**src/hdl/bcpg_pkg.sv**
```systemverilog
// shared types and constants of the bezier curve point generator
package bcpg_pkg;

    // coordinate and index widths
    localparam int CoordW   = 16;
    localparam int IdxW     = 6;
    localparam int MaxSteps = 63;

    // curve order codes
    localparam logic [1:0] OP_LINEAR = 2'd0;
    localparam logic [1:0] OP_QUAD   = 2'd1;
    localparam logic [1:0] OP_CUBIC  = 2'd2;

    // datapath widths
    localparam int SqW  = 2 * IdxW;          // u*u, u*i, i*i, n*n
    localparam int WW   = 20;                // bernstein weight, up to 3*63^3
    localparam int DW   = 3 * IdxW;          // n^3
    localparam int PW   = WW + 1 + CoordW;   // weight times coordinate
    localparam int SumW = PW + 2;            // sum of four products
    localparam int NW   = SumW + 1;          // 2*|s| + d
    localparam int QW   = CoordW + 1;        // rounded quotient magnitude

    typedef struct packed {
        logic [1:0]               opcode;
        logic signed [CoordW-1:0] start_x;
        logic signed [CoordW-1:0] start_y;
        logic signed [CoordW-1:0] ctrl1_x;
        logic signed [CoordW-1:0] ctrl1_y;
        logic signed [CoordW-1:0] ctrl2_x;
        logic signed [CoordW-1:0] ctrl2_y;
        logic signed [CoordW-1:0] end_x;
        logic signed [CoordW-1:0] end_y;
        logic [IdxW-1:0]          step_count;
    } t_in_item;

    typedef struct packed {
        logic signed [CoordW-1:0] point_x;
        logic signed [CoordW-1:0] point_y;
        logic [IdxW-1:0]          point_index;
        logic                     last;
    } t_out_item;

    // control points: [point][lane], lane 0 is x
    typedef logic [3:0][1:0][CoordW-1:0] t_pts;

    // weighted sum handed to the divider
    typedef struct packed {
        logic [1:0][SumW-1:0] mag;
        logic [1:0]           neg;
        logic [DW-1:0]        den;
        logic [IdxW-1:0]      idx;
        logic                 last;
    } t_sum_item;

endpackage

```
**src/hdl/bcpg_div.sv**
```systemverilog
// pipelined restoring divider, one quotient bit per stage, two lanes
module bcpg_div (
    input  logic                              i_clk,
    input  logic                              i_rst_n,
    input  logic                              i_en,
    input  logic                              i_valid,
    input  bcpg_pkg::t_sum_item               i_item,
    output logic                              o_valid,
    output logic [1:0][bcpg_pkg::QW-1:0]      o_q,
    output logic [1:0]                        o_neg,
    output logic [bcpg_pkg::IdxW-1:0]         o_idx,
    output logic                              o_last
);

    localparam int QW   = bcpg_pkg::QW;
    localparam int NW   = bcpg_pkg::NW;
    localparam int DW   = bcpg_pkg::DW;
    localparam int IdxW = bcpg_pkg::IdxW;

    logic                   r_v    [QW+1];
    logic [1:0][NW-1:0]     r_rem  [QW+1];
    logic [1:0][QW-1:0]     r_q    [QW+1];
    logic [DW:0]            r_den  [QW+1];
    logic [1:0]             r_neg  [QW+1];
    logic [IdxW-1:0]        r_idx  [QW+1];
    logic                   r_last [QW+1];

    logic [1:0][NW-1:0] n_rem [QW];
    logic [1:0][QW-1:0] n_q   [QW];

    // valid bits
    always_ff @(posedge i_clk) begin
        if (!i_rst_n) begin
            r_v <= '{default: 1'b0};
        end else if (i_en) begin
            r_v[0] <= i_valid;
            for (int k = 0; k < QW; k++) begin
                r_v[k+1] <= r_v[k];
            end
        end
    end

    // trial subtract of the shifted divisor in each stage
    always_comb begin
        logic [NW-1:0] v_trial;
        for (int k = 0; k < QW; k++) begin
            v_trial = NW'(r_den[k]) << (QW - 1 - k);
            for (int l = 0; l < 2; l++) begin
                if (r_rem[k][l] >= v_trial) begin
                    n_rem[k][l] = r_rem[k][l] - v_trial;
                    n_q[k][l]   = r_q[k][l] | (QW'(1) << (QW - 1 - k));
                end else begin
                    n_rem[k][l] = r_rem[k][l];
                    n_q[k][l]   = r_q[k][l];
                end
            end
        end
    end

    // numerator 2|s|+d over divisor 2d rounds half away from zero
    always_ff @(posedge i_clk) begin
        if (i_en) begin
            for (int l = 0; l < 2; l++) begin
                r_rem[0][l] <= (NW'(i_item.mag[l]) << 1) + NW'(i_item.den);
            end
            r_q[0]    <= '0;
            r_den[0]  <= {i_item.den, 1'b0};
            r_neg[0]  <= i_item.neg;
            r_idx[0]  <= i_item.idx;
            r_last[0] <= i_item.last;
            for (int k = 0; k < QW; k++) begin
                r_rem[k+1]  <= n_rem[k];
                r_q[k+1]    <= n_q[k];
                r_den[k+1]  <= r_den[k];
                r_neg[k+1]  <= r_neg[k];
                r_idx[k+1]  <= r_idx[k];
                r_last[k+1] <= r_last[k];
            end
        end
    end

    assign o_valid = r_v[QW];
    assign o_q     = r_q[QW];
    assign o_neg   = r_neg[QW];
    assign o_idx   = r_idx[QW];
    assign o_last  = r_last[QW];

endmodule
```
**config.mk**
```make
export PLATFORM = sky130hd
export DESIGN_NAME = bcpg_div
export DESIGN_NICKNAME = d
export VERILOG_FILES = /design/src/hdl/bcpg_pkg.sv /design/src/hdl/bcpg_div.sv
export SDC_FILE = /design/constraint.sdc
export NUM_CORES = 2
export LEC_CHECK = 0
export BUFFER_PORTS_ARGS = -buffer_cell sky130_fd_sc_hd__buf_2
export CORE_ASPECT_RATIO = 0.8
export CORE_MARGIN = 2
export CORE_UTILIZATION = 30
export DETAILED_ROUTE_END_ITERATION = 12
export PLACE_DENSITY = 0.52
export SLEW_MARGIN = 10
export SYNTH_ARGS = -nofsm -noshare
export SYNTH_HDL_FRONTEND = slang
export SYNTH_SLANG_ARGS = --single-unit
```
**constraint.sdc**
```tcl
create_clock -name i_clk -period 3.3 [get_ports i_clk]
set_input_delay 0.33 -clock i_clk [delete_from_list [all_inputs] [get_ports i_clk]]
set_output_delay 0.33 -clock i_clk [all_outputs]
set_load 0.02 [all_outputs]
```
==> impl_metrics.yaml <==
global_routing:
  overflow: 0
  grt_pass1_vias: 79180
  grt_start_max_net_pins: 90
  grt_pass1_wl_um: 493400
  track_usage_pct: 17.02
  antenna_found_initial: 10
setup_path:
  ff2ff_path_depth: 12
  critPathKind: "register to register"
  worst_setup_path_end_kind: "register"
  r2r_slack_ns: -0.13
  worstPathRequired_ns: 3.92
  slowest_stage: "or3b_4"
  path_cells: "inv_2 -> ha_4 -> and3_4 -> o31a_1 -> o311a_4 -> o21ai_4 -> or3b_4 -> a211oi_4 -> buf_6 -> buf_12 -> nor4_2 -> xor2_1"
  crit_family: "compound AO/OA/AOI/OAI gates"
  start_kind: "register"
  slowest_delay_ns: 0.42
  crit_arrival_ns: 4.05
  cp.depth: 12
  critPathBufInv: 3
  cp_max_fo: 5
place:
  dp_cells: 15500
  placed_area_mm2: 0.1281
  port_buffers: 152
  gp_congestion: 0.9005
  post-place-ws_ns: -0.6784
  dp_hpwl_um: 250500
sta:
  min_period_ns: 3.429
  tns_ns: -2.739
  setup_ws_ns: -0.1293
  clock.fmax_mhz: 291.6
  hold_viol: 0
  rsz0062_at_grt: "yes"
  slew_headroom_pct: 34.64
  tightest_slew_ns: 0.9804
  clock_skew_ns: 0.09312
  setup_viol: 56
  drv_slew: 0
  min_period_over_period_pct: 103.9
synthesis:
  syn_nets: 9999
  synth_area_mm2: 0.1104
  synthCells: 9212
  synth_seq_cells: 2118
  ys.flop_type: "edfxtp_1"
  synthTopCellsByCount: "2,100 x edfxtp_1, 644 x ha_1, 638 x nand2_1"
  ys.warnings.count: 0
  synth-async-reset-ratio_pct: 0
  yosysMostFrequentCell: "edfxtp_1"
  synth_area_leader_cell: "edfxtp_1"
  ys_seq_area_share_pct: 57.42
  syn-mean-instance-area_um2: 11.99
  ys_types: 95
  synth_edf_count: 2100
  synthTopCellsByArea: "edfxtp_1 57%, ha_1 7.3%, xnor2_1 3.8%"
  synth_top_area_share_pct: 57.10
cts:
  cts.sinks: 2118
  clock_latency_ns: 0.95
  clockBufferDepth: 4
  root_buffer: "clkbuf_16"
  h-tree-depth: 4
  cts_tree: "done"
  numCtsBuffers: 227
  clk_pin_slew_ns: 0.07
outcome:
  status: "complete, but fails checks"
  failed_checks: "negative setup slack"
floorplan:
  initial_core_util_pct: 30.09
  ios: 153
  dieArea_mm2: 0.3730
  core-area_mm2: 0.3670
  die_h_um: 546.7
  rows: 199
  die_width_um: 682.4
cells_and_area:
  drive_gt1_share_pct: 25.96
  syn_to_final_growth_pct: 29.46
  multi_input_area_mm2: 0.04878
  layout.nets: 11910
  final_area_mm2: 0.1430
  final_cells: 16220
  register_area_mm2: 0.06342
  n_fill_cell: 35150
  post-route-util_pct: 38.96
detailed_routing:
  vias_per_cell: 4.970
  drtIter0Drc: 6151
  drt_first_pass_iters: 6
  vias: 80610
  antenna_left: 0
  drc_errors: 0
  post_drt_wl_per_cell_um: 20.42
  drt-total-wl_um: 331300
pwr:
  vdd_ir_drop_max_mv: 0.5138
  p_per_area_mw_per_mm2: 759.9
  p_leak_nw: 54.97
job:
  cap_violations: 0
hold_path:
  hold_depth: 4
  hp-class: "primary input to register"
metal layers:
metal / track usage [%] / wire (um)
met1: 25.83 / 165300
met4: 3.756 / 7121
met2: 25.93 / 143600
met5: 0 / 0
met3: 1.926 / 15240
power breakdown:
group          leakage [nW]  switching, mW  internal, mW
Sequential             20.3           4.17          37.0
Clock                  3.53           11.0          14.4
Combinational          31.1           22.5          19.5
Total                  55.0           37.8          70.9
worst min-delay path, cell delays in order:
cell	delay, ns
buf_2	0.08
ha_1	0.17
nor2_1	0.05
a21boi_0	0.21
kinds of logic (layout without fill, tap and decap cells):
logic type,count (synthesis),after routing,synth area share [%]
other cells,0,5,0
buf+inv,684,2763,2.358
compound gates,1986,1987,11.20
xor+xnor,885,885,7.018
simple gates,2712,2712,12.61
fa+ha+maj,678,678,7.912
mux,149,149,1.482
flops,2118,2118,57.42
cell usage in the layout (no fill, tap or decap), types with 44 or more instances in the layout:
cell type | Yosys | routed
buf_12 | 0 | 79
nor4_1 | 165 | 109
o21bai_1 | 53 | 47
dlygate4sd3_1 | 0 | 126
nor2_1 | 588 | 563
or3_1 | 107 | 98
buf_2 | 7 | 151
xnor2_1 | 475 | 459
edfxtp_1 | 2100 | 2100
o31ai_1 | 59 | 44
and3_1 | 71 | 64
nor3_1 | 244 | 178
buf_6 | 2 | 59
nor3_2 | 1 | 46
o21a_1 | 103 | 97
mux2_2 | 116 | 103
nand4_1 | 103 | 103
o21ai_1 | 0 | 52
nor2b_1 | 136 | 119
nand3_1 | 186 | 164
inv_1 | 516 | 477
a21oi_2 | 0 | 51
a21oi_1 | 631 | 571
nand2_1 | 638 | 607
buf_4 | 3 | 1403
xor2_1 | 410 | 405
clkbuf_16 | 0 | 242
a21o_1 | 259 | 257
ha_1 | 644 | 596
o21ai_2 | 0 | 58
nand2b_1 | 120 | 120
or4_1 | 69 | 49
or2_2 | 53 | 49
o21ai_0 | 483 | 365
flip-flops by register name, indices dropped and copies added (netlist names):
name / cells
o_valid: 1
r_den: 289
r_idx: 108
r_last: 18
r_neg: 36
r_q: 306
r_rem: 1343
r_v: 17
area by class of cell:
type | instances | area share [%]
sequential | 2118 | 44.36
multi-input combinational | 6411 | 34.12
timing repair buffer | 1840 | 10.72
tap | 4924 | 4.309
clock buffer | 269 | 4.128
inverter | 519 | 1.375
clock inverter | 134 | 0.9758
antenna | 5 | 0.008751
timing repair inverter | 1 | 0.005251
worst paths after layout:
kind,from,end
max,r_den[3][4]$_DFFE_PP_,r_rem[4][33]$_DFFE_PP_
min,i_item[41],r_rem[0][15]$_DFFE_PP_
max reg2reg,r_den[3][4]$_DFFE_PP_,r_rem[4][33]$_DFFE_PP_
min reg2reg,r_q[7][27]$_DFFE_PP_,r_q[8][27]$_DFFE_PP_
stage by stage:
stage          total power, mW  hold slack, ns
2_1_floorplan            63.25          0.4003
3_3_place_gp             79.11          0.4001
3_5_place_dp             79.48          0.4045
4_1_cts                  106.9        0.001345
5_1_grt                  115.0         0.06791
6_report                 108.7         0.08272
repair_timing:
item | 4_1_cts | 5_1_grt
endpoints found under the hold margin | 121 | 0
setup buffers | 75 | 113
resized for setup | 352 | 706
pin swaps | 102 | 269
setup endpoints to repair | 539 | 696
hold buffers | 126 | 0
gates cloned | 7 | 14
Note: power is estimated with default switching activity, not from simulation.
